**src/hdl/rfa_pkg.sv**
```systemverilog
// Shared types, constants and helper functions for the repulsive field accumulator.
// No dependencies.
package rfa_pkg;

   localparam int COORD_W   = 32;
   localparam int SUM_W     = 48;
   localparam int CFG_W     = 31;
   localparam int CSR_IDX_W = 2;
   localparam int INV_W     = 49;

   localparam logic [COORD_W-1:0] DIST_FLOOR   = COORD_W'(65);
   localparam logic [CFG_W-1:0]   SAFETY_RESET = CFG_W'(1966080);
   localparam logic [CFG_W-1:0]   GAIN_RESET   = CFG_W'(65536);

   localparam logic [63:0] U64_MAX  = {64{1'b1}};
   localparam logic [63:0] POS_CAP  = {{(64-SUM_W+1){1'b0}}, {(SUM_W-1){1'b1}}};
   localparam logic [63:0] NEG_CAP  = {{(64-SUM_W){1'b0}}, 1'b1, {(SUM_W-1){1'b0}}};

   localparam logic [CSR_IDX_W-1:0] CSR_SAFETY = CSR_IDX_W'(0);
   localparam logic [CSR_IDX_W-1:0] CSR_RGAIN  = CSR_IDX_W'(1);
   localparam logic [CSR_IDX_W-1:0] CSR_AGAIN  = CSR_IDX_W'(2);

   typedef enum logic [1:0] {SH0, SH16, SH32} shift_type;

   typedef struct packed {
      logic                occupied;
      logic [COORD_W-1:0]  point_x;
      logic [COORD_W-1:0]  point_y;
      logic [COORD_W-1:0]  point_z;
      logic                last_cell;
   } req_type;

   typedef struct packed {
      logic [SUM_W-1:0] accel_x;
      logic [SUM_W-1:0] accel_y;
      logic [SUM_W-1:0] accel_z;
   } rsp_type;

   typedef struct packed {
      logic        start;
      logic [63:0] a;
      logic [63:0] b;
      shift_type   shift;
      logic [63:0] cap;
   } mul_cmd_type;

   function automatic logic [SUM_W-1:0] apply_sign(input logic [63:0] mag, input logic neg);
      logic [SUM_W-1:0] m;
      m = mag[SUM_W-1:0];
      return neg ? (~m + SUM_W'(1)) : m;
   endfunction

   function automatic logic [63:0] mag_of(input logic [SUM_W-1:0] s);
      logic [SUM_W-1:0] m;
      m = s[SUM_W-1] ? (~s + SUM_W'(1)) : s;
      return {{(64-SUM_W){1'b0}}, m};
   endfunction

   function automatic logic [SUM_W-1:0] sat_add(input logic [SUM_W-1:0] a,
                                                input logic [SUM_W-1:0] b);
      logic [SUM_W:0] s;
      s = {a[SUM_W-1], a} + {b[SUM_W-1], b};
      if (s[SUM_W] != s[SUM_W-1]) begin
         return s[SUM_W] ? NEG_CAP[SUM_W-1:0] : POS_CAP[SUM_W-1:0];
      end
      return s[SUM_W-1:0];
   endfunction

endpackage

```
**src/hdl/rfa_mul.sv**
```systemverilog
// Shared 64x64 multiply unit: four 32x32 partial products, shift and cap.
// Depends on rfa_pkg.
module rfa_mul import rfa_pkg::*; (
   input  logic        clock,
   input  logic        reset,
   input  mul_cmd_type cmd,
   output logic        done,
   output logic [63:0] result
);

   logic [63:0]  a_ff, b_ff, cap_ff, res_ff, prod_ff;
   shift_type    shift_ff;
   logic [127:0] acc_ff, acc_add;
   logic [2:0]   step_ff;
   logic [1:0]   off_ff;
   logic         busy_ff, done_ff;
   logic [31:0]  ha, hb;
   logic [63:0]  rlo;
   logic         over;

   assign ha = step_ff[1] ? a_ff[63:32] : a_ff[31:0];
   assign hb = step_ff[0] ? b_ff[63:32] : b_ff[31:0];

   always_comb begin
      case (off_ff)
         2'd0:    acc_add = {64'b0, prod_ff};
         2'd1:    acc_add = {32'b0, prod_ff, 32'b0};
         default: acc_add = {prod_ff, 64'b0};
      endcase
      case (shift_ff)
         SH0: begin
            rlo  = acc_ff[63:0];
            over = |acc_ff[127:64];
         end
         SH16: begin
            rlo  = acc_ff[79:16];
            over = |acc_ff[127:80];
         end
         default: begin
            rlo  = acc_ff[95:32];
            over = |acc_ff[127:96];
         end
      endcase
   end

   always_ff @(posedge clock) begin
      if (reset) begin
         busy_ff <= 1'b0;
         done_ff <= 1'b0;
         step_ff <= '0;
      end else begin
         done_ff <= 1'b0;
         if (cmd.start) begin
            a_ff     <= cmd.a;
            b_ff     <= cmd.b;
            cap_ff   <= cmd.cap;
            shift_ff <= cmd.shift;
            acc_ff   <= '0;
            step_ff  <= '0;
            busy_ff  <= 1'b1;
         end else if (busy_ff) begin
            if (step_ff < 3'd4) begin
               prod_ff <= 64'(ha) * 64'(hb);
               off_ff  <= 2'(step_ff[1]) + 2'(step_ff[0]);
            end
            if (step_ff >= 3'd1 && step_ff <= 3'd4) begin
               acc_ff <= acc_ff + acc_add;
            end
            if (step_ff == 3'd5) begin
               res_ff  <= (over || rlo > cap_ff) ? cap_ff : rlo;
               done_ff <= 1'b1;
               busy_ff <= 1'b0;
            end
            step_ff <= step_ff + 3'd1;
         end
      end
   end

   assign done   = done_ff;
   assign result = res_ff;

endmodule

```
**config.mk**
```make
export PLATFORM = sky130hd
export DESIGN_NAME = rfa_mul
export DESIGN_NICKNAME = d
export VERILOG_FILES = /design/src/hdl/rfa_pkg.sv /design/src/hdl/rfa_mul.sv
export SDC_FILE = /design/constraint.sdc
export NUM_CORES = 2
export LEC_CHECK = 0
export BUFFER_PORTS_ARGS = -buffer_cell sky130_fd_sc_hd__buf_2
export CELL_PAD_IN_SITES_DETAIL_PLACEMENT = 1
export CELL_PAD_IN_SITES_GLOBAL_PLACEMENT = 2
export CORE_MARGIN = 5
export CORE_UTILIZATION = 37
export CTS_CLUSTER_SIZE = 10
export DETAILED_ROUTE_END_ITERATION = 8
export GPL_TIMING_DRIVEN = 1
export PLACE_DENSITY = 0.83
export SLEW_MARGIN = 20
export SYNTH_ARGS = -nofsm -noshare
export SYNTH_HDL_FRONTEND = slang
export SYNTH_SLANG_ARGS = --single-unit
```
**constraint.sdc**
```tcl
create_clock -name clock -period 11.95 [get_ports clock]
set_clock_uncertainty 0.05 [all_clocks]
set_input_delay 0.5975 -clock clock [delete_from_list [all_inputs] [get_ports clock]]
set_output_delay 0.5975 -clock clock [all_outputs]
set_load 0.02 [all_outputs]
```
==> impl_metrics.ini <==
[sta]
post-route-min-period_ps = 9797
setup_viol = 0
fmax_mhz = 102.1
hold_ws_ps = 73.86
worst_slack_ps = 2153
min_period_over_period = 0.8198
tns_ps = 0
slew_violations = 0
finalHoldViolCount = 0
maxSlewHeadroom = 0.2046
worst_pin_slew_ps = 1170
rsz0062_at_grt = no

[cells_and_area]
fillers = 18964
fin_nets = 8403
seqCellArea_um2 = 13680
final_common_cell = inv_1
drive_above_1_share = 0.08739
layout_common_cells = 989 x inv_1, 917 x nor2_1, 897 x fa_1
area_growth_pct = 12.34
multi_input_area_um2 = 43210

[flow_run]
maxCapViolCount = 0

[yosys]
yosys.cell_types.count = 91
ys_warn_count = 0
async_flop_share = 0
syn-mean-instance-area_um2 = 9.369
yosysSeqAreaShare = 0.2220
ys_seq_elements = 457
syn_nets = 8124
synth_edf_count = 452
mappedNetlistArea_um2 = 61580
synth_flop_cell = edfxtp_1
synth_cells = 6573

[clock_tree]
clk_path_buf_depth = 3
cts_root_buf = clkbuf_16
clkTransAtPathRegs_ps = 60
insertion_delay_ps = 760
h-tree-depth = 2
cts_resized = 0
cts_num_sinks = 457
cts_buffers = 60
cts_tree = built

[critical_path]
crit_family = adder cells
cp_slowest_stage_delay_ps = 970
cp.depth = 27
worst-path-buf-inv = 6
critPathArrivalTime_ps = 10200
reg2regPathDepth = 27
cp_data_required_time_ps = 12350
endpoint_kind = flip-flop
crit_path_start = step_ff[0]
worst_setup_path_start_kind = flip-flop
worst_path_most_repeated_cell = fa_1
path_max_fanout = 47
rr_startpoint = step_ff[0]
path_class = reg2reg
crit_slowest_cell = dfxtp_4
rrSetupSlack_ps = 2150

[detailed_routing]
viasPerCell = 5.594
vias = 50790
ant_nets = 0
first_iter_violations = 3894
drt-total-wl_mm = 245.9
wire_per_inst_um = 27.08
drc_errors = 0
drtPass1Iterations = 5

[placed_design]
hpwlAfterDp_mm = 192.2
dp_slack_ps = 2195
port_buffers = 261
globalplace.congestion = 0.9340

[die]
die_width_um = 418.0
core-area_um2 = 165200
chipHeight_um = 418.0
start_util = 0.3728
row_count = 149
die_area_um2 = 174700
ios = 262

[status]
status = finished, final reports clean

[grt]
grt_max_degree = 109
grt_pass1_wl_mm = 364.5
grt_pass1_vias = 55645
track_usage = 0.2788
gr-total-overflow = 0
antenna_found_initial = 2

[worst_hold_path]
hold_path_startpoint = cmd[187]
hold_class = in2reg
hold_depth = 1
## worst reg2reg max path: stages, from the launching register on
cell	delay, ps
dfxtp_4	970
buf_4	590
mux2i_2	310
buf_4	440
nor2_1	160
fa_1	580
fa_1	440
fa_1	510
inv_1	50
fa_1	470
inv_1	50
fa_1	500
inv_1	60
fa_1	530
inv_1	60
fa_1	520
fa_1	490
ha_1	380
nand3_1	110
or4_4	430
o221ai_2	180
a21oi_2	100
o31a_4	420
o21ai_4	190
a41oi_2	210
o211a_1	280
o21ai_1	120
or3b_1	340
## kinds of logic (layout without fill, tap and decap cells)
logic type	after synthesis	count (layout)	synth area share
buffers and inverters	1313	1629	0.08096
adder cells (fa/ha/maj)	1354	1354	0.3844
flip-flops	457	457	0.2220
AND/OR/NAND/NOR	2051	2051	0.1425
XOR/XNOR	155	155	0.02204
multiplexers	305	305	0.05242
AO/OA/AOI/OAI	938	938	0.09561
other	0	2	0
## metrics by stage
stage,cells,util,cell area (um2)
6_report,9080,0.4188,69180
5_1_grt,9079,0.4188,69180
4_1_cts,9078,0.4187,69170
3_5_place_dp,8786,0.3953,65300
3_3_place_gp,8786,0.3953,65290
2_1_floorplan,6573,-,61580
## layout make-up
| class | instances | share of cell area |
|---|---|---|
| multi-input combinational | 4803 | 0.6246 |
| clock buffer | 69 | 0.02219 |
| timing repair buffer | 541 | 0.05634 |
| sequential | 457 | 0.1977 |
| antenna | 2 | 0.00007234 |
| tap | 2189 | 0.03959 |
| inverter | 989 | 0.05366 |
| clock inverter | 30 | 0.005824 |
## flip-flops by register name, indices dropped and copies added, names as in the netlist
name,flops
result,64
a_ff,64
b_ff,64
done,1
shift_ff,2
cap_ff,64
prod_ff,64
busy_ff,1
off_ff,2
step_ff,3
acc_ff,128
## synth_stat cells (all sizes together) (19+ instances only)
master  count  share of area
inv       989          0.060
nor2      920          0.056
fa        897           0.29
nand2     681          0.042
ha        457          0.093
edfxtp    452           0.22
a21oi     301          0.025
clkbuf    289          0.018
o21ai     244          0.020
mux2i     165          0.027
mux2      140          0.026
a21o      116          0.014
nand4      99          0.010
xnor2      98          0.014
and2       79         0.0080
nor3       65         0.0053
xor2       57         0.0081
o21bai     49         0.0060
nor2b      36         0.0037
buf        35         0.0031
nand3      35         0.0028
a22o       33         0.0047
a31oi      31         0.0035
nand2b     31         0.0031
nor4       28         0.0030
o21a       26         0.0032
and3       21         0.0021
o211ai     19         0.0023
## what timing repair did
item,CTS,global route
hold buffers,193,0
endpoints found under the setup margin,0,0
buffers inserted,0,0
endpoints found under the hold margin,193,0
## per-layer routing
metal	wire length (um)	track usage
met1	98450	0.3517
met2	114600	0.4617
met3	17600	0.04968
met4	15280	0.1403
met5	13	0
## path summary, 6_finish.rpt
kind / to
min reg2reg: result[32]
min: a_ff[57]
max: prod_ff[61]
max reg2reg: prod_ff[61]
Power is not shown: default switching activity piles up to over one toggle a cycle in this logic, so the estimate is an artifact.
