--- src/hdl/rfa_pkg.sv ---
// Shared types, constants and helper functions for the repulsive field accumulator.
// No dependencies.
package rfa_pkg;

   localparam int COORD_W   = 32;
   localparam int SUM_W     = 48;
   localparam int CFG_W     = 31;
   localparam int CSR_IDX_W = 2;
   localparam int INV_W     = 49;

   localparam logic [COORD_W-1:0] DIST_FLOOR   = COORD_W'(65);
   localparam logic [CFG_W-1:0]   SAFETY_RESET = CFG_W'(1966080);
   localparam logic [CFG_W-1:0]   GAIN_RESET   = CFG_W'(65536);

   localparam logic [63:0] U64_MAX  = {64{1'b1}};
   localparam logic [63:0] POS_CAP  = {{(64-SUM_W+1){1'b0}}, {(SUM_W-1){1'b1}}};
   localparam logic [63:0] NEG_CAP  = {{(64-SUM_W){1'b0}}, 1'b1, {(SUM_W-1){1'b0}}};

   localparam logic [CSR_IDX_W-1:0] CSR_SAFETY = CSR_IDX_W'(0);
   localparam logic [CSR_IDX_W-1:0] CSR_RGAIN  = CSR_IDX_W'(1);
   localparam logic [CSR_IDX_W-1:0] CSR_AGAIN  = CSR_IDX_W'(2);

   typedef enum logic [1:0] {SH0, SH16, SH32} shift_type;

   typedef struct packed {
      logic                occupied;
      logic [COORD_W-1:0]  point_x;
      logic [COORD_W-1:0]  point_y;
      logic [COORD_W-1:0]  point_z;
      logic                last_cell;
   } req_type;

   typedef struct packed {
      logic [SUM_W-1:0] accel_x;
      logic [SUM_W-1:0] accel_y;
      logic [SUM_W-1:0] accel_z;
   } rsp_type;

   typedef struct packed {
      logic        start;
      logic [63:0] a;
      logic [63:0] b;
      shift_type   shift;
      logic [63:0] cap;
   } mul_cmd_type;

   function automatic logic [SUM_W-1:0] apply_sign(input logic [63:0] mag, input logic neg);
      logic [SUM_W-1:0] m;
      m = mag[SUM_W-1:0];
      return neg ? (~m + SUM_W'(1)) : m;
   endfunction

   function automatic logic [63:0] mag_of(input logic [SUM_W-1:0] s);
      logic [SUM_W-1:0] m;
      m = s[SUM_W-1] ? (~s + SUM_W'(1)) : s;
      return {{(64-SUM_W){1'b0}}, m};
   endfunction

   function automatic logic [SUM_W-1:0] sat_add(input logic [SUM_W-1:0] a,
                                                input logic [SUM_W-1:0] b);
      logic [SUM_W:0] s;
      s = {a[SUM_W-1], a} + {b[SUM_W-1], b};
      if (s[SUM_W] != s[SUM_W-1]) begin
         return s[SUM_W] ? NEG_CAP[SUM_W-1:0] : POS_CAP[SUM_W-1:0];
      end
      return s[SUM_W-1:0];
   endfunction

endpackage

--- src/hdl/rfa_div.sv ---
// Restoring divider for 2^48 / den, one quotient bit per cycle.
// Depends on rfa_pkg.
module rfa_div import rfa_pkg::*; (
   input  logic               clock,
   input  logic               reset,
   input  logic               start,
   input  logic [COORD_W-1:0] den,
   output logic               done,
   output logic [INV_W-1:0]   quotient
);

   logic [COORD_W-1:0] den_ff;
   logic [COORD_W:0]   rem_ff, rem_t;
   logic [INV_W-1:0]   q_ff;
   logic [5:0]         cnt_ff;
   logic               busy_ff, done_ff;

   assign rem_t = {rem_ff[COORD_W-1:0], (cnt_ff == 6'd0)};

   always_ff @(posedge clock) begin
      if (reset) begin
         busy_ff <= 1'b0;
         done_ff <= 1'b0;
         cnt_ff  <= '0;
      end else begin
         done_ff <= 1'b0;
         if (start) begin
            den_ff  <= den;
            rem_ff  <= '0;
            q_ff    <= '0;
            cnt_ff  <= '0;
            busy_ff <= 1'b1;
         end else if (busy_ff) begin
            if (rem_t >= {1'b0, den_ff}) begin
               rem_ff <= rem_t - {1'b0, den_ff};
               q_ff   <= {q_ff[INV_W-2:0], 1'b1};
            end else begin
               rem_ff <= rem_t;
               q_ff   <= {q_ff[INV_W-2:0], 1'b0};
            end
            cnt_ff <= cnt_ff + 6'd1;
            if (cnt_ff == 6'(INV_W - 1)) begin
               busy_ff <= 1'b0;
               done_ff <= 1'b1;
            end
         end
      end
   end

   assign done     = done_ff;
   assign quotient = q_ff;

endmodule

--- config.mk ---
export PLATFORM = sky130hd
export DESIGN_NAME = rfa_div
export DESIGN_NICKNAME = d
export VERILOG_FILES = /design/src/hdl/rfa_pkg.sv /design/src/hdl/rfa_div.sv
export SDC_FILE = /design/constraint.sdc
export NUM_CORES = 1
export LEC_CHECK = 0
export BUFFER_PORTS_ARGS = -buffer_cell sky130_fd_sc_hd__buf_2
export CORE_MARGIN = 4
export CORE_UTILIZATION = 50
export CTS_BUF_LIST = sky130_fd_sc_hd__clkbuf_16
export CTS_CLUSTER_SIZE = 14
export DETAILED_ROUTE_END_ITERATION = 10
export PLACE_DENSITY = 0.69
export SLEW_MARGIN = 20
export SYNTH_ARGS = -nofsm -noshare
export SYNTH_HDL_FRONTEND = slang
export SYNTH_SLANG_ARGS = --single-unit
--- constraint.sdc ---
create_clock -name clock -period 7.3 [get_ports clock]
set_clock_uncertainty 0.2 [all_clocks]
set_input_delay 0 -clock clock [delete_from_list [all_inputs] [get_ports clock]]
set_output_delay 0 -clock clock [all_outputs]
set_load 0.02 [all_outputs]
==> reports/qor.tcl <==
set qor(run_status) {finished, final reports clean}
set qor(relSlewSlack_pct) 34.70
set qor(layout.cells.most_common) {sky130_fd_sc_hd__edfxtp_1}
set qor(power.total_mw) 2.133
set qor(gp_routability_congestion) 0.8720
set qor(num_io_pins) 85
set qor(synth_seq_cells) 121
set qor(postCtsResizedCells) 0
set qor(grt_start_max_net_pins) 79
set qor(comb_power_share_pct) 20.6
set qor(dp_hpwl_um) 9256
set qor(r2r_endpoint) {rem_ff[5]$_SDFFCE_PP0P_}
set qor(synth_area_mm2) 0.006525
set qor(areaGrowthSynthToFinish_pct) 22.90
set qor(switching_share_pct) 27.87
set qor(synth-async-reset-ratio_pct) 0
set qor(crit_slowest_cell) {sky130_fd_sc_hd__nand2_2}
set qor(hold_start) {den[15]}
set qor(min_delay_path_depth) 2
set qor(pwr-share-clk_pct) 39.7
set qor(cts_setup_buffers) 0
set qor(layout.cells.most_common_list) {113 x sky130_fd_sc_hd__edfxtp_1, 84 x sky130_fd_sc_hd__buf_2, 68 x sky130_fd_sc_hd__nand2_1}
set qor(synth_enable_flop_cells) 113
set qor(core_area_mm2) 0.01272
set qor(cp_data_required_time_ps) 7350
set qor(ys_warn_count) 0
set qor(area_fraction_in_compound_gates_after_synthesis_pct) 13.63
set qor(transition_time_of_the_tightest_slew_check_pin_ps) 977.2
set qor(critPathLaunchType) {register}
set qor(seq_power_share_pct) 39.7
set qor(fill_cells) 1110
set qor(syn_inst) 611
set qor(clock-sinks) 121
set qor(cts_tree) {done}
set qor(powerDensity_mw_per_mm2) 266.0
set qor(cp_num_buf_inv) 1
set qor(worst-r2r-cell-count) 13
set qor(synth_adder_area_share_pct) 6.826
set qor(placementRows) 41
set qor(critical_path.max_stage_delay_ps) 500
set qor(critical_path_cell_by_cell) {inv_1, ha_1, nand2_1, or3_1, ha_1, nand2b_1, a21oi_1, o311ai_1, a21o_1, a2111o_1, nand2_2, o311ai_0, a21oi_1}
set qor(cp_max_fo) 37
set qor(grt_antenna_before_repair) 0
set qor(yosys.area_share.simple_pct) 16.38
set qor(synth-main-ff-cell) {sky130_fd_sc_hd__edfxtp_1}
set qor(detailedRoute.firstIterationViolations) 324
set qor(globalRoute.totalOverflow) 0
set qor(hold-path-endpoint) {den_ff[15]$_DFFE_PP_}
set qor(synthesis.area_per_instance_um2) 10.68
set qor(setup.worst_path.class) {register to register}
set qor(synthXorXnorAreaFrac_pct) 3.758
set qor(via_count) 4866
set qor(hold_viol) 0
set qor(cts_htree_levels) 4
set qor(period_needed_ps) 3730
set qor(clkSlewWorstSetupHoldPaths_ps) 60
set qor(number_of_global_route_vias_before_repair) 4823
set qor(count_of_buffers_inserted_at_the_top_level_ports) 84
set qor(finalNetCount) 791
set qor(regToRegSetupSlack_ps) 3570
set qor(post_route_cells_drive_above_1_share_pct) 17.57
set qor(drc) 0
set qor(synth-seq-area-share_pct) 54.46
set qor(max_cap_viol_count) 0
set qor(totalWireLength_um) 13880
set qor(grt_setup_unrepaired) {no}
set qor(yosysUniqueCellTypes) 61
set qor(timing.critical_path.max_delay_family) {compound AO/OA/AOI/OAI gates}
set qor(cts_inserted_buffers) 17
set qor(synth_nets) 681
set qor(ir_worst_vdd_mv) 0.1707
set qor(avgRoutedWirePerCell_um) 15.32
set qor(setup_viol) 0
set qor(leakagePower_nw) 3.305
set qor(cts_root_buf) {sky130_fd_sc_hd__clkbuf_16}
set qor(final_antenna_violating_net_count) 0
set qor(first_pass_grt_wire_length_um) 22850
set qor(data_arrival_time_of_the_critical_path_ps) 3780
set qor(muxShareOfSynthArea_pct) 0.1534
set qor(die_width_um) 122.2
set qor(maxClockFrequency_ghz) 0.2681
set qor(timing.rr.start) {cnt_ff[0]$_SDFFE_PP0P_}
set qor(die_height_um) 122.2
set qor(worst_skew_pair.late_latency_ps) 420
set qor(drt_pre_antenna_iters) 5
set qor(initial_core_util_pct) 51.29
set qor(power.net_switching_mw) 0.5946
set qor(grt.total_usage_pct) 19.51
set qor(diodes) 0
set qor(cts_hold_buffers) 33
set qor(vias_per_cell) 5.371
set qor(critical_path.endpoint_type) {register}
set qor(synth_top_family_by_area) {simple AND/OR/NAND/NOR gates}
set qor(share_of_the_cycle_needed_by_the_critical_path_after_routing_pct) 51.09
set qor(final_count_of_pins_violating_max_slew) 0
set qor(internal_power_component_mw) 1.539
set qor(die_area_mm2) 0.01494
set qor(setup_tns_ps) 0
set qor(hold_path.class) {input pin to register}
set qor(cts_max_path_buffers) 2
[synth_stat cells, types with 3 or more instances]
library cell / number / area [um2]
sky130_fd_sc_hd__nor2_1: 27 / 101.4
sky130_fd_sc_hd__nor2b_1: 51 / 319.1
sky130_fd_sc_hd__xnor2_1: 19 / 166.4
sky130_fd_sc_hd__nor3_1: 7 / 35.03
sky130_fd_sc_hd__o21ai_0: 20 / 100.1
sky130_fd_sc_hd__ha_1: 34 / 425.4
sky130_fd_sc_hd__a21o_1: 16 / 120.1
sky130_fd_sc_hd__nand4_1: 8 / 50.05
sky130_fd_sc_hd__clkbuf_1: 16 / 60.06
sky130_fd_sc_hd__a31oi_1: 3 / 18.77
sky130_fd_sc_hd__a211oi_1: 7 / 52.55
sky130_fd_sc_hd__edfxtp_1: 113 / 3393
sky130_fd_sc_hd__nand2_1: 68 / 255.2
sky130_fd_sc_hd__inv_1: 48 / 180.2
sky130_fd_sc_hd__and3_1: 6 / 37.54
sky130_fd_sc_hd__clkbuf_2: 4 / 20.02
sky130_fd_sc_hd__nand3_1: 15 / 75.07
sky130_fd_sc_hd__xor2_1: 9 / 78.83
sky130_fd_sc_hd__o221ai_1: 3 / 26.28
sky130_fd_sc_hd__buf_2: 6 / 30.03
sky130_fd_sc_hd__o211ai_1: 4 / 30.03
sky130_fd_sc_hd__o21a_1: 3 / 22.52
sky130_fd_sc_hd__or2_2: 4 / 25.02
sky130_fd_sc_hd__dfxtp_1: 8 / 160.2
sky130_fd_sc_hd__or3_1: 10 / 62.56
sky130_fd_sc_hd__a21oi_1: 58 / 290.3
[worst register-to-register path, delay by kind of cell (launching register included)]
kind | cells | cell delay [ps]
buffers and inverters | 1 | 70
AOI/OAI and AO/OA | 6 | 1520
DFF | 1 | 340
adders and majority gates | 2 | 340
and+or+nand+nor | 4 | 1080
[worst max-delay path by stage]
stage	start	endpoint	slack, ps	cells after the start
2_1_floorplan	busy_ff$_SDFF_PP0_	quotient[0]$_SDFFCE_PP0P_	2000	3
3_3_place_gp	cnt_ff[0]$_SDFFE_PP0P_	rem_ff[5]$_SDFFCE_PP0P_	3710	13
3_5_place_dp	cnt_ff[0]$_SDFFE_PP0P_	rem_ff[5]$_SDFFCE_PP0P_	3540	13
4_1_cts	cnt_ff[0]$_SDFFE_PP0P_	rem_ff[5]$_SDFFCE_PP0P_	3550	13
5_1_grt	cnt_ff[0]$_SDFFE_PP0P_	rem_ff[5]$_SDFFCE_PP0P_	3290	13
6_report	cnt_ff[0]$_SDFFE_PP0P_	rem_ff[5]$_SDFFCE_PP0P_	3570	13
[layer usage]
metal / GRT usage (%) / vias up / part of all wire, %
met5: 0 / - / 0
met2: 31.47 / 108 / 48
li1: - / 2411 / -
met4: 7.208 / 0 / 1.4
met3: 5.253 / 14 / 4.8
met1: 25.35 / 2333 / 45
[per-stage QoR]
stage / hold WS (ps) / utilization, % / std cells / area [um2] / setup slack, ps
2_1_floorplan: -101.1 / - / 611 / 6525 / 2002
3_3_place_gp: -23.85 / 55.51 / 840 / 7062 / 3706
3_5_place_dp: -21.91 / 55.72 / 841 / 7089 / 3541
4_1_cts: 63.21 / 63.03 / 906 / 8019 / 3553
5_1_grt: 70.76 / 63.03 / 906 / 8019 / 3288
6_report: 87.67 / 63.03 / 906 / 8019 / 3571
[state kept, by name (all words and copies together), names as in the netlist]
signal,count
den_ff,32
done,1
rem_ff,32
cnt_ff,6
quotient,49
busy_ff,1
[final cells by class]
class | instances | area, um2 | share of cell area (%)
flip-flops and latches | 121 | 3553 | 44.31
multi-input cells | 413 | 2678 | 33.39
repair buffers | 120 | 793.3 | 9.892
clock buffers | 17 | 425.4 | 5.305
well taps | 172 | 215.2 | 2.684
inverters | 48 | 180.2 | 2.247
clock inverters | 15 | 173.9 | 2.169
[logic make-up after synthesis]
group	count (synthesis)
AOI/OAI and AO/OA	139
xor gates and xnor gates	28
adders and majority gates	35
buffers and inverters	77
DFF	121
muxes	1
and+or+nand+nor	210
[power by group through the flow]
stage / registers (mW) / clock network (mW) / logic (mW)
2_1_floorplan: 0.878 / 0 / 0.307
3_3_place_gp: 0.859 / 0 / 0.410
3_5_place_dp: 0.861 / 0 / 0.419
4_1_cts: 0.848 / 0.866 / 0.437
5_1_grt: 0.853 / 0.899 / 0.490
6_report: 0.847 / 0.848 / 0.438
Note: power is estimated with default switching activity, not from simulation.
