===== config.mk =====
export PLATFORM = sky130hd
export DESIGN_NAME = rfa_isqrt
export DESIGN_NICKNAME = d
export VERILOG_FILES = /design/src/hdl/rfa_pkg.sv /design/src/hdl/rfa_isqrt.sv
export SDC_FILE = /design/constraint.sdc
export NUM_CORES = 1
export LEC_CHECK = 0
export BUFFER_PORTS_ARGS = -buffer_cell sky130_fd_sc_hd__buf_4
export CAP_MARGIN = 20
export CORE_AREA = 4 4 116 118
export DETAILED_ROUTE_END_ITERATION = 7
export DIE_AREA = 0 0 120 122
export PLACE_DENSITY = 0.85
export SLEW_MARGIN = 10
export SYNTH_ARGS = -nofsm -noshare
export SYNTH_HDL_FRONTEND = slang
export SYNTH_SLANG_ARGS = --single-unit
export TNS_END_PERCENT = 50

===== constraint.sdc =====
create_clock -name clock -period 26.3 [get_ports clock]
set_clock_uncertainty 0.2 [all_clocks]
set_input_delay 5.26 -clock clock [delete_from_list [all_inputs] [get_ports clock]]
set_output_delay 5.26 -clock clock [all_outputs]
set_load 0.03 [all_outputs]

===== src/hdl/rfa_pkg.sv =====
// Shared types, constants and helper functions for the repulsive field accumulator.
// No dependencies.
package rfa_pkg;

   localparam int COORD_W   = 32;
   localparam int SUM_W     = 48;
   localparam int CFG_W     = 31;
   localparam int CSR_IDX_W = 2;
   localparam int INV_W     = 49;

   localparam logic [COORD_W-1:0] DIST_FLOOR   = COORD_W'(65);
   localparam logic [CFG_W-1:0]   SAFETY_RESET = CFG_W'(1966080);
   localparam logic [CFG_W-1:0]   GAIN_RESET   = CFG_W'(65536);

   localparam logic [63:0] U64_MAX  = {64{1'b1}};
   localparam logic [63:0] POS_CAP  = {{(64-SUM_W+1){1'b0}}, {(SUM_W-1){1'b1}}};
   localparam logic [63:0] NEG_CAP  = {{(64-SUM_W){1'b0}}, 1'b1, {(SUM_W-1){1'b0}}};

   localparam logic [CSR_IDX_W-1:0] CSR_SAFETY = CSR_IDX_W'(0);
   localparam logic [CSR_IDX_W-1:0] CSR_RGAIN  = CSR_IDX_W'(1);
   localparam logic [CSR_IDX_W-1:0] CSR_AGAIN  = CSR_IDX_W'(2);

   typedef enum logic [1:0] {SH0, SH16, SH32} shift_type;

   typedef struct packed {
      logic                occupied;
      logic [COORD_W-1:0]  point_x;
      logic [COORD_W-1:0]  point_y;
      logic [COORD_W-1:0]  point_z;
      logic                last_cell;
   } req_type;

   typedef struct packed {
      logic [SUM_W-1:0] accel_x;
      logic [SUM_W-1:0] accel_y;
      logic [SUM_W-1:0] accel_z;
   } rsp_type;

   typedef struct packed {
      logic        start;
      logic [63:0] a;
      logic [63:0] b;
      shift_type   shift;
      logic [63:0] cap;
   } mul_cmd_type;

   function automatic logic [SUM_W-1:0] apply_sign(input logic [63:0] mag, input logic neg);
      logic [SUM_W-1:0] m;
      m = mag[SUM_W-1:0];
      return neg ? (~m + SUM_W'(1)) : m;
   endfunction

   function automatic logic [63:0] mag_of(input logic [SUM_W-1:0] s);
      logic [SUM_W-1:0] m;
      m = s[SUM_W-1] ? (~s + SUM_W'(1)) : s;
      return {{(64-SUM_W){1'b0}}, m};
   endfunction

   function automatic logic [SUM_W-1:0] sat_add(input logic [SUM_W-1:0] a,
                                                input logic [SUM_W-1:0] b);
      logic [SUM_W:0] s;
      s = {a[SUM_W-1], a} + {b[SUM_W-1], b};
      if (s[SUM_W] != s[SUM_W-1]) begin
         return s[SUM_W] ? NEG_CAP[SUM_W-1:0] : POS_CAP[SUM_W-1:0];
      end
      return s[SUM_W-1:0];
   endfunction

endpackage


===== src/hdl/rfa_isqrt.sv =====
// Digit-by-digit integer square root of a 64-bit value, one result bit per cycle.
// Depends on rfa_pkg.
module rfa_isqrt import rfa_pkg::*; (
   input  logic               clock,
   input  logic               reset,
   input  logic               start,
   input  logic [63:0]        radicand,
   output logic               done,
   output logic [COORD_W-1:0] root
);

   logic [63:0]        n_ff;
   logic [34:0]        rem_ff, rem_t, trial;
   logic [31:0]        root_ff;
   logic [4:0]         cnt_ff;
   logic               busy_ff, done_ff;

   assign rem_t = {rem_ff[32:0], n_ff[63:62]};
   assign trial = {1'b0, root_ff, 2'b01};

   always_ff @(posedge clock) begin
      if (reset) begin
         busy_ff <= 1'b0;
         done_ff <= 1'b0;
         cnt_ff  <= '0;
      end else begin
         done_ff <= 1'b0;
         if (start) begin
            n_ff    <= radicand;
            rem_ff  <= '0;
            root_ff <= '0;
            cnt_ff  <= '0;
            busy_ff <= 1'b1;
         end else if (busy_ff) begin
            n_ff <= {n_ff[61:0], 2'b00};
            if (rem_t >= trial) begin
               rem_ff  <= rem_t - trial;
               root_ff <= {root_ff[30:0], 1'b1};
            end else begin
               rem_ff  <= rem_t;
               root_ff <= {root_ff[30:0], 1'b0};
            end
            cnt_ff <= cnt_ff + 5'd1;
            if (cnt_ff == 5'd31) begin
               busy_ff <= 1'b0;
               done_ff <= 1'b1;
            end
         end
      end
   end

   assign done = done_ff;
   assign root = root_ff;

endmodule


==> impl_metrics.ini, run 1 <==
[final_layout]
diodes = 0
stdcell_count = 975
multiInputGateArea_um2 = 3354
design_area_um2 = 9153
final_util_pct = 73.42
drive_gt1_share_pct = 25.40
register_area_um2 = 4014
nets = 893
syn2layout_area_growth_pct = 18.35
fillerInstances = 844

[synth]
synthTopCellsByArea = edfxtp_1, mux2_2, ha_1, nor2_1, a21oi_1
yosysTopAreaCellShare_pct = 50.09
yosysMostFrequentCell = edfxtp_1
ys.flop_type = edfxtp_1
yosysSeqAreaShare_pct = 51.90
synthArstFlopShare_pct = 0
synth_cells = 707
ys_types = 59
synth_top_area_cell = edfxtp_1
syn_area_per_cell_um2 = 10.94
synth_area_um2 = 7734
synth_edf_count = 129
yosys-top-cells-count = edfxtp_1, nor2_1, mux2_2, a21oi_1, inv_1
ys_ff_latch = 136
yosys_warnings = 0
synth_fp_nets = 810

[placed_design]
dp_hpwl_um = 11440
place_area_um2 = 8526
routabilityCongestion = 0.9618
placed_cells = 941
placement.io_buffers = 99
dpl_worst_slack_ps = 17680

[detailed_routing]
viasPerCell = 5.853
dr.pass1.iters = 5
drc = 0
wirelength_um = 16630
post_drt_wl_per_cell_um = 17.06
ant_nets = 0
via_count = 5707
drt_iter0_markers = 359

[worst_setup_path]
crit_type = input port to flop
start_kind = input port
crit_family = buffers and inverters
cp_num_buf_inv = 3
path_cells = buf_4 -> nor2_1 -> nor2_4 -> buf_4 -> buf_12
cp_slowest_stage_delay_ps = 540
arrival_ps = 7270
crit_path_end_kind = flop
cp_data_required_time_ps = 26200
critPathSlowestCell = buf_4
path_common_cell = buf_4
crit_fanout = 64

[floorplan]
fp.dieH_um = 122
rows = 41
die_w_um = 120
core_area_um2 = 12470
io-pin-count = 100
die-area_um2 = 14640
initial_core_util_pct = 62.04

[global_routing]
use_met1_pct = 28.80
grt_max_degree = 89
grt_overflow = 0
use_met3_pct = 7.846
top_usage_layer = met2
grt.total_usage_pct = 23.48
grt_pass1_wl_um = 27310
antenna_found_initial = 0
grt_util_met2_pct = 39.09
grt_pass1_vias = 5742

[timing]
worst_slew_pin_slew_ps = 739.7
period_needed_ps = 7374
setup_tns_ps = 0
setup_slack_ps = 18930
timing.hold.ws_ps = 320.6
drv_slew = 0
finalSetupViolCount = 0
rsz0062_at_grt = no
maxSlewHeadroom_pct = 50.69
hold_violations = 0
fin_crit_sh_pct = 28.04
max_freq_ghz = 0.1356

[run_status]
status = complete, no violations

[clocking]
htree_levels = 4
cts_tree = yes
cts.sinks = 136
cts-root-buf = clkbuf_16
cts_setup_buffers = 0
post_cts_resized = 0
clockBufferDepth = 2
clk_latency_ps = 420
path_clk_slew_ps = 60
numCtsBuffers = 17
hold_buffers = 0

[power]
vdd_drop_max_uv = 45.90
powerDensity_nw_per_um2 = 70.90
p_leak_nw = 3.692
p_total_uw = 649.0

[job]
drv_cap = 0

[hold_path]
hp-class = flop to flop
-- area by class of cell --
type / count / share of cell area [%]
Sequential cell: 136 / 43.86
Multi-Input combinational cell: 484 / 36.65
Timing Repair Buffer: 104 / 8.804
Clock buffer: 18 / 4.689
Tap cell: 172 / 2.351
Inverter: 47 / 1.928
Clock inverter: 14 / 1.722
-- metal layers --
layer	vias up	routed length, um
met4	0	331
met2	198	8119
met1	2743	6824
met3	30	1359
met5	-	0
li1	2736	-
-- logic make-up after synthesis --
kind of cell / after synthesis / synth area share (%)
simple gates: 208 / 12.54
mux: 73 / 10.47
compound gates: 140 / 11.39
fa+ha+maj: 36 / 5.824
buf+inv: 87 / 4.821
flops: 136 / 51.90
xor+xnor: 27 / 3.058
-- placed cells by master (no fill, tap or decap), types with 5 or more instances in the layout --
master	n
buf_4	102
o21ai_0	29
nand2_1	36
edfxtp_1	129
nand4_1	10
nor4_1	5
nor2b_1	7
nand3_1	9
inv_1	47
xnor2_1	15
ha_1	36
and3_1	5
nor2_1	98
clkbuf_16	17
mux2i_1	10
nand2b_1	5
o211ai_1	5
dfxtp_1	7
mux2_2	63
a21o_1	11
a31oi_1	9
nor3_1	10
xor2_1	12
nand3b_1	6
a21oi_1	52
-- final timing paths --
kind / startpoint / end / slack (ps) / depth (start not counted)
min reg2reg: cnt_ff[3] / cnt_ff[3] / 320 / 2
min: cnt_ff[3] / cnt_ff[3] / 320 / 2
max reg2reg: root[20] / rem_ff[29] / 22360 / 11
max: start / rem_ff[10] / 18930 / 5
-- tightest hold or removal path, cell delays in order (launching register included) --
cell and delay (ps):
dfxtp_1 330, xor2_1 70, nor2_1 80
-- state kept, by name, summed over array words and instances (netlist names) --
signal and count:
cnt_ff 5, busy_ff 1, n_ff 64, rem_ff 33, root 32, done 1
-- report_power, final --
group          total, mW  internal, mW  switching, mW
Clock              0.240         0.148         0.0918
Combinational      0.143        0.0593         0.0841
Sequential         0.266         0.258        0.00754
Power figures use the tool's default switching activity.
==> run 2: changes to the inputs <==
--- a/config.mk
+++ b/config.mk
@@ -7,10 +7,10 @@
 export LEC_CHECK = 0
 export BUFFER_PORTS_ARGS = -buffer_cell sky130_fd_sc_hd__buf_4
 export CAP_MARGIN = 20
-export CORE_AREA = 4 4 116 118
+export CORE_AREA = 4 4 120 122
 export DETAILED_ROUTE_END_ITERATION = 7
-export DIE_AREA = 0 0 120 122
-export PLACE_DENSITY = 0.85
+export DIE_AREA = 0 0 124 126
+export PLACE_DENSITY = 0.8
 export SLEW_MARGIN = 10
 export SYNTH_ARGS = -nofsm -noshare
 export SYNTH_HDL_FRONTEND = slang
==> constraint.sdc (replaced) <==
create_clock -name clock -period 6.8 [get_ports clock]
set_clock_uncertainty 0.2 [all_clocks]
set_input_delay 1.36 -clock clock [delete_from_list [all_inputs] [get_ports clock]]
set_output_delay 1.36 -clock clock [all_outputs]
set_load 0.03 [all_outputs]
==> impl_metrics.ini, run 2 (synthesized netlist as in run 1, its figures left out) <==
[worst_setup_path]
crit_type = flop to flop
path_cells = inv_1 -> ha_1 -> or3_1 -> o22ai_1 -> or3_1 -> nand4b_1 -> a21oi_2 -> buf_4 -> or2_1 -> inv_1 -> a32o_1
critPathSlowestCell = o22ai_1
r2r_start = root[0]
path_depth = 11
arrival_ps = 3550
rrSetupSlack_ps = 3230
crit_family = simple AND/OR/NAND/NOR gates
reg2reg_depth = 11
cp_data_required_time_ps = 6780
crit_path_end_kind = flop
cp_num_buf_inv = 3
cp_slowest_stage_delay_ps = 420
crit_fanout = 39
critical_path.startpoint = root[0]
start_kind = flop
rr_endpoint = rem_ff[29]
endpoint = rem_ff[29]

[power]
clkPwrFrac_pct = 35.7
vdd_drop_max_uv = 196.0
sw_frac_of_total_pct = 29.50
comb_power_share_pct = 22.5
power.internal_mw = 1.731
p_leak_nw = 3.659
pwr-share-seq_pct = 41.9
p_total_mw = 2.456
powerDensity_nw_per_um2 = 270.1
p_switching_uw = 724.6

[clocking]
numCtsBuffers = 17
path_clk_slew_ps = 60
clockBufferDepth = 2
hold_buffers = 0
clk_latency_ps = 430
cts_tree = yes
post_cts_resized = 0
cts.sinks = 136
cts_setup_buffers = 0
cts-root-buf = clkbuf_16
htree_levels = 4

[placed_design]
dp_hpwl_um = 11380
placed_cells = 945
routabilityCongestion = 0.9079
place_area_um2 = 8543
dpl_worst_slack_ps = 3030
placement.io_buffers = 99

[detailed_routing]
via_count = 5653
drt_iter0_markers = 439
post_drt_wl_per_cell_um = 17.05
wirelength_um = 16660
viasPerCell = 5.786
dr.pass1.iters = 7
ant_nets = 0
drc = 0

[final_layout]
syn2layout_area_growth_pct = 17.59
design_area_um2 = 9094
final_common_cell = edfxtp_1
nets = 891
largest_reg_flops = 64
final_util_pct = 68.94
stdcell_count = 977
regMostFlops = n_ff
drive_gt1_share_pct = 25.47
diodes = 0
final_cell_mix = edfxtp_1, buf_4, nor2_1, mux2_2, a21oi_1

[timing]
hold_violations = 0
maxSlewHeadroom_pct = 35.75
rsz0062_at_grt = no
timing.hold.ws_ps = 322.6
worst_slew_pin_slew_ps = 963.7
max_freq_ghz = 0.2800
setup_slack_ps = 3229
drv_slew = 0
period_needed_ps = 3571
fin_crit_sh_pct = 52.52
finalSetupViolCount = 0
setup_tns_ps = 0

[floorplan]
fp.dieH_um = 126
die_w_um = 124
rows = 42
initial_core_util_pct = 58.63
core_area_um2 = 13190
die-area_um2 = 15620
io-pin-count = 100

[global_routing]
grt_pass1_wl_um = 27030
grt_overflow = 0
grt_pass1_vias = 5698
grt_max_degree = 130
grt.total_usage_pct = 22.02
antenna_found_initial = 0

[run_status]
status = complete, no violations

[job]
drv_cap = 0

[hold_path]
hp-class = flop to flop
run 2: power by group through the flow:
| stage | sequential, mW | combinational, mW | clock, mW |
|---|---|---|---|
| global placement | 1.04 | 0.529 | 0 |
| detailed placement | 1.05 | 0.542 | 0 |
| floorplan | 1.06 | 0.394 | 0 |
| CTS | 1.03 | 0.547 | 0.884 |
| finish | 1.03 | 0.552 | 0.876 |
| global route | 1.03 | 0.608 | 0.923 |
run 2: cell type report:
cell class | instances | area (um2)
Timing Repair Buffer | 102 | 778.2
Sequential cell | 136 | 4014
Fill cell | 979 | 4096
Tap cell | 176 | 220.2
Clock buffer | 18 | 429.2
Inverter | 47 | 176.4
Multi-Input combinational cell | 484 | 3354
Clock inverter | 14 | 121.4
run 2: worst min path at each step:
stage	cells past startpoint	slack (ps)	start	to
global route	1	360	n_ff[9]	n_ff[11]
finish	2	320	cnt_ff[3]	cnt_ff[3]
CTS	2	320	cnt_ff[3]	cnt_ff[3]
global placement	2	280	cnt_ff[4]	cnt_ff[4]
detailed placement	2	290	cnt_ff[3]	cnt_ff[3]
floorplan	2	270	cnt_ff[4]	cnt_ff[4]
run 2: routing by layer:
metal | GRT usage (%) | part of all wire (%) | vias up
met2 | 35.41 | 48 | 206
met5 | 0 | 0 | -
li1 | - | - | 2729
met3 | 8.251 | 8.4 | 35
met4 | 7.732 | 2.3 | 0
met1 | 27.19 | 41 | 2683
run 2: worst register-to-register path: stages, from the launching register on:
cell and delay, ps:
edfxtp_1 390, inv_1 80, ha_1 270, or3_1 380, o22ai_1 420, or3_1 200, nand4b_1 170, a21oi_2 190
buf_4 400, or2_1 270, inv_1 110, a32o_1 240
==> run 3: changes to the inputs <==
--- a/config.mk
+++ b/config.mk
@@ -5,12 +5,13 @@
 export SDC_FILE = /design/constraint.sdc
 export NUM_CORES = 1
 export LEC_CHECK = 0
+export ABC_AREA = 1
 export BUFFER_PORTS_ARGS = -buffer_cell sky130_fd_sc_hd__buf_4
 export CAP_MARGIN = 20
-export CORE_AREA = 4 4 120 122
+export CORE_AREA = 4 4 133 135
 export DETAILED_ROUTE_END_ITERATION = 7
-export DIE_AREA = 0 0 124 126
-export PLACE_DENSITY = 0.8
+export DIE_AREA = 0 0 137 139
+export PLACE_DENSITY = 0.77
 export SLEW_MARGIN = 10
 export SYNTH_ARGS = -nofsm -noshare
 export SYNTH_HDL_FRONTEND = slang
==> constraint.sdc (replaced) <==
create_clock -name clock -period 2.87 [get_ports clock]
set_clock_uncertainty 0.2 [all_clocks]
set_input_delay 0.574 -clock clock [delete_from_list [all_inputs] [get_ports clock]]
set_output_delay 0.574 -clock clock [all_outputs]
set_load 0.03 [all_outputs]
==> impl_metrics.ini, run 3 <==
[run_status]
status = complete, no violations

[clocking]
clockBufferDepth = 2
path_clk_slew_ps = 60
numCtsBuffers = 17
cts-root-buf = clkbuf_16
cts.sinks = 136
cts_tree = yes
htree_levels = 4
clk_latency_ps = 420
cts_setup_buffers = 0
hold_buffers = 0
post_cts_resized = 0

[placed_design]
place_area_um2 = 9864
placement.io_buffers = 99
dp_hpwl_um = 15100
routabilityCongestion = 0.9893
placed_cells = 1493

[synth]
yosysMostFrequentCell = nand2_1
ys_ff_latch = 136
yosys_warnings = 0
synth_area_um2 = 8836
yosysSeqAreaShare_pct = 45.43
synth_top_area_cell = edfxtp_1
synth_edf_count = 129
synthTopCellsByArea = edfxtp_1, nand2_1, inv_1, nor2_1, ha_1
synth_cells = 1195
synth_fp_nets = 1298
syn_area_per_cell_um2 = 7.394
yosys-top-cells-count = nand2_1, inv_1, nor2_1, edfxtp_1, ha_1
ys_types = 38
yosysTopAreaCellShare_pct = 43.84
ys.flop_type = edfxtp_1
synthArstFlopShare_pct = 0

[final_layout]
design_area_um2 = 10440
final_common_cell = nand2_1
largest_reg_flops = 64
diodes = 0
syn2layout_area_growth_pct = 18.14
regMostFlops = n_ff
fillerInstances = 1517
stdcell_count = 1524
final_cell_mix = nand2_1, inv_1, nor2_1, edfxtp_1, buf_4
drive_gt1_share_pct = 15.11
nets = 1395

[global_routing]
grt_max_degree = 99
grt_pass1_wl_um = 33750
grt_overflow = 0
antenna_found_initial = 0
grt.total_usage_pct = 21.97
grt_pass1_vias = 7248

[worst_setup_path]
endpoint = rem_ff[14]
start_kind = flop
crit_fanout = 16
arrival_ps = 2610
crit_type = flop to flop
r2r_start = root[14]
reg2reg_depth = 15
cp_data_required_time_ps = 2850
critical_path.startpoint = root[14]
rrSetupSlack_ps = 240
rr_endpoint = rem_ff[14]
crit_path_end_kind = flop

[timing]
maxSlewHeadroom_pct = 43.13
finalSetupViolCount = 0
drv_slew = 0
hold_violations = 0
max_freq_ghz = 0.3798
worst_slew_pin_slew_ps = 853.1
fin_crit_sh_pct = 91.73
rsz0062_at_grt = no
timing.hold.ws_ps = 209.4
setup_tns_ps = 0
period_needed_ps = 2633

[floorplan]
initial_core_util_pct = 53.66
core_area_um2 = 16470
die_w_um = 137
io-pin-count = 100
rows = 47
die-area_um2 = 19040
fp.dieH_um = 139

[power]
p_leak_nw = 5.455
powerDensity_nw_per_um2 = 581.2
vdd_drop_max_uv = 408.2
p_total_mw = 6.067

[detailed_routing]
dr.pass1.iters = 7
viasPerCell = 4.875
drc = 0
drt_iter0_markers = 479
ant_nets = 0
post_drt_wl_per_cell_um = 13.19
wirelength_um = 20090
via_count = 7430

[job]
drv_cap = 0

[hold_path]
hp-class = input port to flop
==> run 3: cell count changes in the layout (fill, tap and decap cells not counted), moves of 22 or more <==
cell | previous run | this run
a21oi_1 | 52 | 15
mux2_2 | 63 | 0
inv_1 | 47 | 201
o21ai_0 | 29 | 0
nand3_1 | 9 | 31
nand2_1 | 36 | 506
nor2_1 | 98 | 136
==> run 3: layout make-up <==
class,count,area (um2),area share [%]
flip-flops and latches,136,4014,38.45
clock inverters,14,148.9,1.426
well taps,220,275.3,2.637
multi-input cells,818,3876,37.13
clock buffers,17,425.4,4.075
inverters,212,808.3,7.743
repair buffers,107,890.9,8.534
==> run 3: report_power, final <==
part           internal [mW]  leakage, nW  switching [mW]
Clock                   1.28        0.275           0.875
Combinational          0.525         3.87           0.968
Sequential              2.36         1.31          0.0586
==> run 3: per-layer routing <==
metal	share of wire (%)	track usage, %	wire (um)	vias up
met4	1.6	6.513	325	0
li1	-	-	-	3845
met2	49	36.69	9755	209
met5	0	0	0	-
met1	44	29.01	8759	3344
met3	6.2	4.136	1253	32
==> run 3: worst max-delay path: stages (launching register included) <==
cell and delay [ps]:
edfxtp_1 350, inv_1 60, ha_1 400, nand2_1 100, nand2_1 100, nand2_1 80
nand2_1 70, inv_2 50, nand2_1 90, inv_2 80, nand3_2 160, nand2_4 240
buf_12 200, nand3_2 80, nand2_1 60, nor2_1 60
==> run 3: kinds of logic after synthesis <==
kind of cell,share of synthesized area [%]
buffers and inverters,10.83
flip-flops,45.43
XOR/XNOR,1.487
AO/OA/AOI/OAI,1.416
adder cells (fa/ha/maj),5.098
AND/OR/NAND/NOR,35.74
==> run 3: how the worst min path moves through the flow <==
stage,from,endpoint,cells past startpoint
finish,radicand[1],n_ff[1],3
floorplan,cnt_ff[4],cnt_ff[4],2
global route,radicand[20],n_ff[20],3
CTS,radicand[1],n_ff[1],3
detailed placement,cnt_ff[4],cnt_ff[4],2
global placement,cnt_ff[4],cnt_ff[4],2
==> run 3: through the flow <==
| stage | setup slack (ps) | utilization [%] |
|---|---|---|
| after floorplan | -715.2 | - |
| after global placement | 269.5 | 59.91 |
| after detailed placement | 241.9 | 59.91 |
| after CTS | 233.1 | 63.40 |
| after global routing | 50.69 | 63.40 |
| final | 237.3 | 63.40 |
